<file path="src/tkd_pkg.sv">
`timescale 1ns / 1ps
// ----------------------------------------------------------------------------
// tkd_pkg - shared types and constants for the top-K scored list
// Operation and status codes, cell actions, field layout of the stream beats.
// ----------------------------------------------------------------------------
package tkd_pkg;

  // Default sizing
  localparam int DEF_LIST_DEPTH = 5;
  localparam int DEF_KEY_BITS   = 64;
  localparam int DEF_SCORE_BITS = 32;

  // Fixed field widths of the stream beats
  localparam int KEY_IN_W   = 64;
  localparam int SCORE_IN_W = 32;
  localparam int TAG_W      = 32;
  localparam int RANK_W     = 3;
  localparam int COUNT_W    = 4;
  localparam int OP_W       = 2;
  localparam int STATUS_W   = 3;

  // Input tdata layout
  localparam int IN_KEY_LSB   = 0;
  localparam int IN_SCORE_LSB = IN_KEY_LSB + KEY_IN_W;
  localparam int IN_TAG_LSB   = IN_SCORE_LSB + SCORE_IN_W;
  localparam int IN_DATA_W    = IN_TAG_LSB + TAG_W;

  // Output tdata layout (padded to whole bytes)
  localparam int OUT_KEY_LSB   = 0;
  localparam int OUT_SCORE_LSB = OUT_KEY_LSB + KEY_IN_W;
  localparam int OUT_TAG_LSB   = OUT_SCORE_LSB + SCORE_IN_W;
  localparam int OUT_RANK_LSB  = OUT_TAG_LSB + TAG_W;
  localparam int OUT_COUNT_LSB = OUT_RANK_LSB + RANK_W;
  localparam int OUT_USED_W    = OUT_COUNT_LSB + COUNT_W;
  localparam int OUT_DATA_W    = ((OUT_USED_W + 7) / 8) * 8;

  typedef enum logic [OP_W-1:0] {
    OP_OFFER = 2'd0,
    OP_CLEAR = 2'd1,
    OP_DRAIN = 2'd2
  } op_t;

  typedef enum logic [STATUS_W-1:0] {
    STS_INSERTED = 3'd0,
    STS_REPLACED = 3'd1,
    STS_BELOW    = 3'd2,
    STS_DUP_KEPT = 3'd3,
    STS_CLEARED  = 3'd4,
    STS_DRAINED  = 3'd5,
    STS_EMPTY    = 3'd6
  } status_t;

  // What one cell loads this cycle
  typedef enum logic [1:0] {
    ACT_HOLD,
    ACT_LOAD,
    ACT_TAKE_LEFT,
    ACT_TAKE_RIGHT
  } cell_act_t;

  // Command from the sequencer to the cell chain
  typedef enum logic [1:0] {
    CMD_NONE,
    CMD_OFFER,
    CMD_SHIFT
  } chain_cmd_t;

  typedef enum logic {
    S_IDLE,
    S_DRAIN
  } fsm_state_t;

  // Decision on one offer, reported by the chain
  typedef struct packed {
    status_t             status;
    logic [RANK_W-1:0]   rank;
  } offer_res_t;

endpackage

</file>
<file path="src/tkd_cell.sv">
`timescale 1ns / 1ps
// ----------------------------------------------------------------------------
// tkd_cell - one slot of the scored list
// Holds key, score and tag; compares against the broadcast offer and loads
// the offer or a neighbor's entry as told.
// ----------------------------------------------------------------------------
module tkd_cell
  import tkd_pkg::*;
#(
  parameter int KEY_BITS = DEF_KEY_BITS,
  parameter int SCORE_W  = SCORE_IN_W
) (
  input  logic                       clk,
  input  cell_act_t                  act,
  input  logic                       occ,
  input  logic [KEY_BITS-1:0]        offer_key,
  input  logic signed [SCORE_W-1:0]  offer_score,
  input  logic [TAG_W-1:0]           offer_tag,
  input  logic [KEY_BITS-1:0]        left_key,
  input  logic signed [SCORE_W-1:0]  left_score,
  input  logic [TAG_W-1:0]           left_tag,
  input  logic [KEY_BITS-1:0]        right_key,
  input  logic signed [SCORE_W-1:0]  right_score,
  input  logic [TAG_W-1:0]           right_tag,
  output logic [KEY_BITS-1:0]        key,
  output logic signed [SCORE_W-1:0]  score,
  output logic [TAG_W-1:0]           tag,
  output logic                       hit,
  output logic                       ge
);

  // Broadcast compare against the offer
  assign hit = occ && (key == offer_key);
  assign ge  = occ && (score >= offer_score);

  // Slot contents
  always_ff @(posedge clk) begin
    case (act)
      ACT_LOAD: begin
        key   <= offer_key;
        score <= offer_score;
        tag   <= offer_tag;
      end
      ACT_TAKE_LEFT: begin
        key   <= left_key;
        score <= left_score;
        tag   <= left_tag;
      end
      ACT_TAKE_RIGHT: begin
        key   <= right_key;
        score <= right_score;
        tag   <= right_tag;
      end
      default: begin
        key   <= key;
        score <= score;
        tag   <= tag;
      end
    endcase
  end

endmodule

</file>
<file path="src/tkd_chain.sv">
`timescale 1ns / 1ps
// ----------------------------------------------------------------------------
// tkd_chain - row of list cells with the offer decision
// Links the cells to their neighbors, decides where an offer goes and which
// cells shift, and shifts the row toward the head on a drain.
// ----------------------------------------------------------------------------
module tkd_chain
  import tkd_pkg::*;
#(
  parameter int LIST_DEPTH = DEF_LIST_DEPTH,
  parameter int KEY_BITS   = DEF_KEY_BITS,
  parameter int SCORE_W    = SCORE_IN_W,
  localparam int CW        = $clog2(LIST_DEPTH + 1)
) (
  input  logic                       clk,
  input  chain_cmd_t                 cmd,
  input  logic [CW-1:0]              count,
  input  logic [KEY_BITS-1:0]        offer_key,
  input  logic signed [SCORE_W-1:0]  offer_score,
  input  logic [TAG_W-1:0]           offer_tag,
  output offer_res_t                 res,
  output logic [KEY_BITS-1:0]        head_key,
  output logic signed [SCORE_W-1:0]  head_score,
  output logic [TAG_W-1:0]           head_tag
);

  localparam int IW = (LIST_DEPTH > 1) ? $clog2(LIST_DEPTH) : 1;

  logic [KEY_BITS-1:0]        key_q   [LIST_DEPTH];
  logic signed [SCORE_W-1:0]  score_q [LIST_DEPTH];
  logic [TAG_W-1:0]           tag_q   [LIST_DEPTH];
  cell_act_t                  act     [LIST_DEPTH];
  logic [LIST_DEPTH-1:0]      occ;
  logic [LIST_DEPTH-1:0]      hit;
  logic [LIST_DEPTH-1:0]      ge;
  logic [LIST_DEPTH-1:0]      after_hit;
  logic [IW-1:0]              pos;
  logic [IW-1:0]              dup_idx;
  logic                       hit_any;
  logic                       keep_dup;
  logic                       good;
  logic                       full;
  logic                       apply;
  logic                       seen;
  logic                       prev_ge;

  // Cells
  for (genvar i = 0; i < LIST_DEPTH; i++) begin : g_cell
    logic [KEY_BITS-1:0]        l_key, r_key;
    logic signed [SCORE_W-1:0]  l_score, r_score;
    logic [TAG_W-1:0]           l_tag, r_tag;

    if (i == 0) begin : g_head
      assign l_key   = offer_key;
      assign l_score = offer_score;
      assign l_tag   = offer_tag;
    end else begin : g_mid_l
      assign l_key   = key_q[i-1];
      assign l_score = score_q[i-1];
      assign l_tag   = tag_q[i-1];
    end

    if (i == LIST_DEPTH - 1) begin : g_tail
      assign r_key   = key_q[i];
      assign r_score = score_q[i];
      assign r_tag   = tag_q[i];
    end else begin : g_mid_r
      assign r_key   = key_q[i+1];
      assign r_score = score_q[i+1];
      assign r_tag   = tag_q[i+1];
    end

    assign occ[i] = count > CW'(i);

    tkd_cell #(
      .KEY_BITS (KEY_BITS),
      .SCORE_W  (SCORE_W)
    ) u_cell (
      .clk         (clk),
      .act         (act[i]),
      .occ         (occ[i]),
      .offer_key   (offer_key),
      .offer_score (offer_score),
      .offer_tag   (offer_tag),
      .left_key    (l_key),
      .left_score  (l_score),
      .left_tag    (l_tag),
      .right_key   (r_key),
      .right_score (r_score),
      .right_tag   (r_tag),
      .key         (key_q[i]),
      .score       (score_q[i]),
      .tag         (tag_q[i]),
      .hit         (hit[i]),
      .ge          (ge[i])
    );
  end

  assign head_key   = key_q[0];
  assign head_score = score_q[0];
  assign head_tag   = tag_q[0];

  // Offer decision: held scores >= offer form a prefix, so the first
  // cell without ge is the insertion point
  always_comb begin
    pos     = '0;
    dup_idx = '0;
    seen    = 1'b0;
    for (int i = LIST_DEPTH - 1; i >= 0; i--) begin
      if (!ge[i]) pos = IW'(i);
      if (hit[i]) dup_idx = IW'(i);
    end
    for (int i = 0; i < LIST_DEPTH; i++) begin
      after_hit[i] = seen;
      seen         = seen | hit[i];
    end
    hit_any  = |hit;
    keep_dup = |(hit & ge);
    full     = count == CW'(LIST_DEPTH);
    // cutoff test comes before the duplicate check
    good     = !full || !ge[LIST_DEPTH-1];
    apply    = good && !keep_dup;

    if (!good) begin
      res.status = STS_BELOW;
      res.rank   = '0;
    end else if (keep_dup) begin
      res.status = STS_DUP_KEPT;
      res.rank   = RANK_W'(dup_idx);
    end else if (hit_any) begin
      res.status = STS_REPLACED;
      res.rank   = RANK_W'(pos);
    end else begin
      res.status = STS_INSERTED;
      res.rank   = RANK_W'(pos);
    end
  end

  // Per-cell action
  always_comb begin
    prev_ge = 1'b1;
    for (int i = 0; i < LIST_DEPTH; i++) begin
      act[i] = ACT_HOLD;
      case (cmd)
        CMD_OFFER: begin
          if (apply && !ge[i]) begin
            if (prev_ge)           act[i] = ACT_LOAD;
            else if (!after_hit[i]) act[i] = ACT_TAKE_LEFT;
          end
        end
        CMD_SHIFT: act[i] = ACT_TAKE_RIGHT;
        default:   act[i] = ACT_HOLD;
      endcase
      prev_ge = ge[i];
    end
  end

endmodule

</file>
<file path="src/top_k_dedup_score_list.sv">
`timescale 1ns / 1ps
// ----------------------------------------------------------------------------
// top_k_dedup_score_list - best-first list of scored entries, duplicates merged
// Keeps up to LIST_DEPTH entries sorted by score; offers, clear and drain.
// ----------------------------------------------------------------------------
// Usage:
//   Input beats on s_axis_*: tuser carries the operation (offer, clear,
//   drain), tdata the offered key, score and tag. Result beats leave on
//   m_axis_* from an output register; tuser carries the status, tlast marks
//   the final result of an operation.
//   The cell row compares an offer against every slot at once, and offer and
//   clear update the list in the accepting cycle, so a new beat can be taken
//   every cycle unless the receiver stalls; the result shows in the next cycle.
//   A drain enters the drain state in the accepting cycle, then shifts one
//   entry per cycle out of the head cell into the output register while the
//   receiver keeps up; no input is taken until the last one is registered.
//   A drain of an empty list gives one result like an offer.
//   Reset empties the list and the output register at once; slot contents
//   are left as they are and never shown while unoccupied.
//   When the receiver stalls, the result holds in the output register and
//   s_axis_tready drops until it is taken.
// ----------------------------------------------------------------------------
module top_k_dedup_score_list
  import tkd_pkg::*;
#(
  parameter int LIST_DEPTH = DEF_LIST_DEPTH,
  parameter int KEY_BITS   = DEF_KEY_BITS,
  parameter int SCORE_BITS = DEF_SCORE_BITS
) (
  input  logic                    clk,
  input  logic                    rst,
  input  logic                    s_axis_tvalid,
  output logic                    s_axis_tready,
  // entry_key[63:0], entry_score[95:64], entry_tag[127:96]
  input  logic [IN_DATA_W-1:0]    s_axis_tdata,
  // opcode[1:0]
  input  logic [OP_W-1:0]         s_axis_tuser,
  output logic                    m_axis_tvalid,
  input  logic                    m_axis_tready,
  // out_key[63:0], out_score[95:64], out_tag[127:96], out_rank[130:128],
  // list_count[134:131], zero pad[135]
  output logic [OUT_DATA_W-1:0]   m_axis_tdata,
  // status[2:0]
  output logic [STATUS_W-1:0]     m_axis_tuser,
  output logic                    m_axis_tlast
);

  localparam int SW = (SCORE_BITS < SCORE_IN_W) ? SCORE_BITS : SCORE_IN_W;
  localparam int CW = $clog2(LIST_DEPTH + 1);
  localparam int IW = (LIST_DEPTH > 1) ? $clog2(LIST_DEPTH) : 1;

  fsm_state_t              state, state_next;
  logic [CW-1:0]           count, count_next;
  logic [IW-1:0]           idx, idx_next;
  chain_cmd_t              cmd;
  offer_res_t              res;
  logic                    slot_free;
  logic                    accept;
  logic                    load_out;
  logic                    drain_last;
  op_t                     op;

  logic [KEY_BITS-1:0]     offer_key;
  logic signed [SW-1:0]    offer_score;
  logic [TAG_W-1:0]        offer_tag;
  logic signed [SCORE_IN_W-1:0] raw_score;
  logic                    sat_ok;

  logic [KEY_BITS-1:0]     head_key;
  logic signed [SW-1:0]    head_score;
  logic [TAG_W-1:0]        head_tag;

  // Output register
  logic                    out_valid;
  status_t                 out_status, out_status_next;
  logic [KEY_IN_W-1:0]     out_key, out_key_next;
  logic [SCORE_IN_W-1:0]   out_score, out_score_next;
  logic [TAG_W-1:0]        out_tag, out_tag_next;
  logic [RANK_W-1:0]       out_rank, out_rank_next;
  logic [COUNT_W-1:0]      out_count, out_count_next;
  logic                    out_last, out_last_next;

  // Input unpack; key truncated, score saturated to the stored width
  assign op        = op_t'(s_axis_tuser);
  assign offer_key = s_axis_tdata[IN_KEY_LSB +: KEY_BITS];
  assign offer_tag = s_axis_tdata[IN_TAG_LSB +: TAG_W];
  assign raw_score = s_axis_tdata[IN_SCORE_LSB +: SCORE_IN_W];
  assign sat_ok    = (&raw_score[SCORE_IN_W-1:SW-1]) || !(|raw_score[SCORE_IN_W-1:SW-1]);

  always_comb begin
    if (sat_ok) begin
      offer_score = raw_score[SW-1:0];
    end else begin
      offer_score = {raw_score[SCORE_IN_W-1], {(SW-1){~raw_score[SCORE_IN_W-1]}}};
    end
  end

  // Handshake
  assign slot_free     = !out_valid || m_axis_tready;
  assign s_axis_tready = (state == S_IDLE) && slot_free;
  assign accept        = s_axis_tvalid && s_axis_tready;
  assign drain_last    = CW'(idx) == (count - CW'(1));

  tkd_chain #(
    .LIST_DEPTH (LIST_DEPTH),
    .KEY_BITS   (KEY_BITS),
    .SCORE_W    (SW)
  ) u_chain (
    .clk         (clk),
    .cmd         (cmd),
    .count       (count),
    .offer_key   (offer_key),
    .offer_score (offer_score),
    .offer_tag   (offer_tag),
    .res         (res),
    .head_key    (head_key),
    .head_score  (head_score),
    .head_tag    (head_tag)
  );

  // Next state
  always_comb begin
    state_next = state;
    case (state)
      S_IDLE: begin
        if (accept && op == OP_DRAIN && count != '0) state_next = S_DRAIN;
      end
      S_DRAIN: begin
        if (slot_free && drain_last) state_next = S_IDLE;
      end
      default: state_next = S_IDLE;
    endcase
  end

  // Outputs of the sequencer
  always_comb begin
    cmd             = CMD_NONE;
    load_out        = 1'b0;
    count_next      = count;
    idx_next        = idx;
    out_status_next = STS_CLEARED;
    out_key_next    = '0;
    out_score_next  = '0;
    out_tag_next    = '0;
    out_rank_next   = '0;
    out_count_next  = '0;
    out_last_next   = 1'b1;
    case (state)
      S_IDLE: begin
        if (accept) begin
          case (op)
            OP_OFFER: begin
              cmd             = CMD_OFFER;
              load_out        = 1'b1;
              out_status_next = res.status;
              out_rank_next   = res.rank;
              if (res.status == STS_INSERTED && count != CW'(LIST_DEPTH)) begin
                count_next = count + CW'(1);
              end
              out_count_next  = COUNT_W'(count_next);
            end
            OP_CLEAR: begin
              load_out        = 1'b1;
              count_next      = '0;
              out_status_next = STS_CLEARED;
            end
            OP_DRAIN: begin
              idx_next = '0;
              if (count == '0) begin
                load_out        = 1'b1;
                out_status_next = STS_EMPTY;
              end
            end
            default: load_out = 1'b0;
          endcase
        end
      end
      S_DRAIN: begin
        if (slot_free) begin
          cmd                       = CMD_SHIFT;
          load_out                  = 1'b1;
          out_status_next           = STS_DRAINED;
          out_key_next[KEY_BITS-1:0] = head_key;
          out_score_next            = SCORE_IN_W'(head_score);
          out_tag_next              = head_tag;
          out_rank_next             = RANK_W'(idx);
          out_last_next             = drain_last;
          idx_next                  = idx + IW'(1);
          if (drain_last) count_next = '0;
        end
      end
      default: cmd = CMD_NONE;
    endcase
  end

  // Control registers
  always_ff @(posedge clk) begin
    if (rst) begin
      state     <= S_IDLE;
      count     <= '0;
      idx       <= '0;
      out_valid <= 1'b0;
    end else begin
      state <= state_next;
      count <= count_next;
      idx   <= idx_next;
      if (load_out)           out_valid <= 1'b1;
      else if (m_axis_tready) out_valid <= 1'b0;
    end
  end

  // Result payload
  always_ff @(posedge clk) begin
    if (load_out) begin
      out_status <= out_status_next;
      out_key    <= out_key_next;
      out_score  <= out_score_next;
      out_tag    <= out_tag_next;
      out_rank   <= out_rank_next;
      out_count  <= out_count_next;
      out_last   <= out_last_next;
    end
  end

  assign m_axis_tvalid = out_valid;
  assign m_axis_tuser  = out_status;
  assign m_axis_tlast  = out_last;
  assign m_axis_tdata  = {1'b0, out_count, out_rank, out_tag, out_score, out_key};

endmodule

</file>
<file path="config.mk">
export PLATFORM = sky130hd
export DESIGN_NAME = top_k_dedup_score_list
export DESIGN_NICKNAME = d
export VERILOG_FILES = /design/src/tkd_pkg.sv /design/src/tkd_cell.sv /design/src/tkd_chain.sv /design/src/top_k_dedup_score_list.sv
export SDC_FILE = /design/constraint.sdc
export NUM_CORES = 2
export LEC_CHECK = 0
export BUFFER_PORTS_ARGS = -buffer_cell sky130_fd_sc_hd__buf_2
export CAP_MARGIN = 10
export CORE_ASPECT_RATIO = 2
export CORE_MARGIN = 3
export CORE_UTILIZATION = 30
export CTS_BUF_LIST = sky130_fd_sc_hd__clkbuf_4 sky130_fd_sc_hd__clkbuf_8 sky130_fd_sc_hd__clkbuf_16
export CTS_CLUSTER_SIZE = 16
export DETAILED_ROUTE_END_ITERATION = 6
export PLACE_DENSITY = 0.45
export SKIP_LAST_GASP = 1
export SYNTH_ARGS = -nofsm -noshare
export SYNTH_HDL_FRONTEND = slang
export SYNTH_SLANG_ARGS = --single-unit
export TNS_END_PERCENT = 5
</file>
<file path="constraint.sdc">
create_clock -name clk -period 18.5 [get_ports clk]
set_input_delay 0.925 -clock clk [delete_from_list [all_inputs] [get_ports clk]]
set_output_delay 0.925 -clock clk [all_outputs]
set_load 0.05 [all_outputs]
</file>
==> qor.yml <==
cp_data_arrival_time_ns: 6.95
synth_seq_cells: 786
synth_top_cell_by_area: "edfxtp_1"
endpoint_kind: "flip-flop"
drt_first_pass_iters: 6
ios: 276
tns_ns: 0
final_cells: 5785
via_per_inst: 5.549
cts_setup_buffers: 0
rsz0062_at_grt: "no"
clk_pin_slew_ns: 0.07
fmax_mhz: 154.1
wl_per_cell_um: 32.73
netlist.area_leader.share_pct: 53.68
num_rows: 197
whs_path_depth: 3
p_leak_nw: 18.13
postCtsHoldBufs: 0
relSlewSlack_pct: 14.97
n_fill_cell: 14500
cts_inserted_buffers: 83
grt_max_degree: 128
r2r_setup_slack_ns: 12.01
start_util_pct: 30.23
layout-drive-gt1-share_pct: 15.02
dpl_cell_area_um2: 46420
port_buffers: 273
r2r-start: "count[0]"
drt_first_iter_violations: 2709
rr_worst_depth: 16
coreArea_um2: 143900
wl_um: 189300
grt_usage_pct: 24.92
critPathKind: "reg -> reg"
synth.area.top_cells: "edfxtp_1 54%, a221o_1 8.9%, and2_1 6.5%"
synth_edf_count: 778
overflow: 0
grt_pass1_vias: 32560
dp_hpwl_um: 130400
run_status: "finished clean"
r2r_end: "u_chain.g_cell[4].u_cell.tag[17]"
postRouteAntennaNets: 0
setup_viol: 0
yosysSeqAreaShare_pct: 54.05
async_flop_share_pct: 0
area_growth_pct: 13.46
fin_hold_ws_ns: 0.5275
antenna_found_initial: 24
die-area_um2: 149900
cts_resized: 0
multi_input_area_um2: 18440
seqCellArea_um2: 23520
cts_tree: "yes"
gp_congestion: 1.030
slowest_stage: "ha_4"
fp.dieH_um: 544.6
pre_cts_ws_ns: 11.20
fin_crit_sh_pct: 35.08
syn-instance-count: 3670
cp.required_ns: 18.96
clockBufferDepth: 3
yosys_warnings: 0
critPathTopFamily: "buffers and inverters"
cts.sinks: 786
ys.flop_type: "edfxtp_1"
tightest_slew_ns: 1.266
worstPathMaxFanout: 50
clkLatencyLatePin_ns: 0.73
path_buf_inv: 5
yosysUniqueCellTypes: 83
cp_common_cell: "buf_4"
period_needed_ns: 6.490
maxSlewViolCount: 0
cts-root-buf: "clkbuf_16"
hold_end: "state"
h-tree-depth: 3
final_util_pct: 34.30
cpPeakStageDelay_ns: 0.60
maxCapViolations: 0
nNetsFinal: 4116
path_cells: "inv_1, ha_1, nor2b_1, buf_4, a2111o_1, a2111oi_0, nand4_1, or3_1, o221ai_2, a211oi_4, buf_4, a31oi_1, ha_4, buf_4, buf_4, mux2_2"
die_w_um: 275.3
power.total_mw: 4.599
avgSynthCellArea_um2: 11.86
start_kind: "flip-flop"
design_area_um2: 49380
synth_area_um2: 43520
grt_pass1_wl_um: 262900
min_from: "s_axis_tuser[1]"
irDropWorstVdd_uv: 65.13
hold_violations: 0
power.density_nw_per_um2: 93.14
drc: 0
worst_slack_ns: 12.01
cp-startpoint: "count[0]"
dp.cells: 5619
clock_skew_ns: 0.04950
hold_path_class: "in -> reg"
via_count: 32100
## registers in the layout, indices dropped and copies added, names as in the netlist
register	count
u_chain.g_cell.u_cell.score	160
out_count	3
idx	3
m_axis_tlast	1
out_key	64
out_score	32
u_chain.g_cell.u_cell.tag	160
m_axis_tvalid	1
u_chain.g_cell.u_cell.key	320
out_rank	3
m_axis_tuser	3
state	1
count	3
out_tag	32
## area by class of cell
class	count	share of cell area, %
clock buffers	95	4.389
well taps	1890	4.789
flip-flops and latches	786	47.64
multi-input cells	2537	37.34
inverters	83	0.6411
clock inverters	58	1.533
repair buffers	323	3.603
diodes	13	0.06588
## power breakdown
part	leakage (nW)	internal (mW)	switching [mW]
Sequential	7.33	2.06	0.0598
Combinational	9.38	0.175	0.423
Clock	1.42	1.05	0.829
Total	18.1	3.29	1.31
## worst max-delay path by stage
stage                                         to  slack [ns]  depth (start not counted)
2_1_floorplan    u_chain.g_cell[1].u_cell.key[0]        1.62                         11
3_3_place_gp   u_chain.g_cell[1].u_cell.score[0]       11.35                         14
3_5_place_dp   u_chain.g_cell[1].u_cell.score[0]       11.20                         14
4_1_cts        u_chain.g_cell[1].u_cell.score[0]       11.97                         14
5_1_grt          u_chain.g_cell[4].u_cell.tag[4]       11.70                         16
6_report        u_chain.g_cell[4].u_cell.tag[17]       12.01                         16
## cells by family after synthesis
group                      after synthesis  synth area share, %
adders and majority gates              168                4.830
and+or+nand+nor                       1311                16.19
muxes                                   89                2.300
other                                    1             0.008617
DFF                                    786                54.05
xor gates and xnor gates               281                5.655
AOI/OAI and AO/OA                      686                13.02
buffers and inverters                  348                3.947
## worst min-delay path: stages
cell	delay (ns)
buf_2	0.12
nand3_1	0.06
a21oi_1	0.05
## layer usage
| metal | global-route usage (%) | wire length, um | vias to the layer above |
|---|---|---|---|
| met4 | 18.34 | 16520 | 16 |
| met3 | 3.301 | 8667 | 376 |
| met5 | 0 | 106 | - |
| li1 | - | - | 14190 |
| met1 | 26.74 | 66760 | 16310 |
| met2 | 44.41 | 97300 | 1214 |
## cells in the final DEF, fill, tap and decap left out, types with 21 or more instances in the layout
cell / Yosys / routed
buf_4: 3 / 47
nand2b_1: 30 / 29
nor4_1: 88 / 85
ha_1: 168 / 167
xor2_1: 211 / 211
nand2_1: 443 / 443
xnor2_1: 70 / 70
and2_1: 453 / 452
clkinv_1: 1 / 21
nand4_1: 66 / 66
a21oi_1: 114 / 111
o21ai_0: 85 / 85
buf_2: 59 / 273
inv_1: 82 / 81
nor3_1: 27 / 27
a221o_1: 385 / 385
clkbuf_16: 0 / 83
mux2_2: 88 / 88
nand3_1: 39 / 39
nor2b_1: 44 / 44
nor2_1: 53 / 52
edfxtp_1: 778 / 778
## Yosys cell counts (27+ instances only)
cell type  count
ha_1         168
nor2_1        53
edfxtp_1     778
xnor2_1       70
o21ai_0       85
xor2_1       211
buf_6         27
and2_1       453
nor4_1        88
inv_1         82
nand3_1       39
a221o_1      385
nand4_1       66
mux2_2        88
a21oi_1      114
nand2_1      443
nand2b_1      30
nor2b_1       44
nor3_1        27
clkbuf_1     148
buf_2         59
Power figures use the tool's default switching activity.
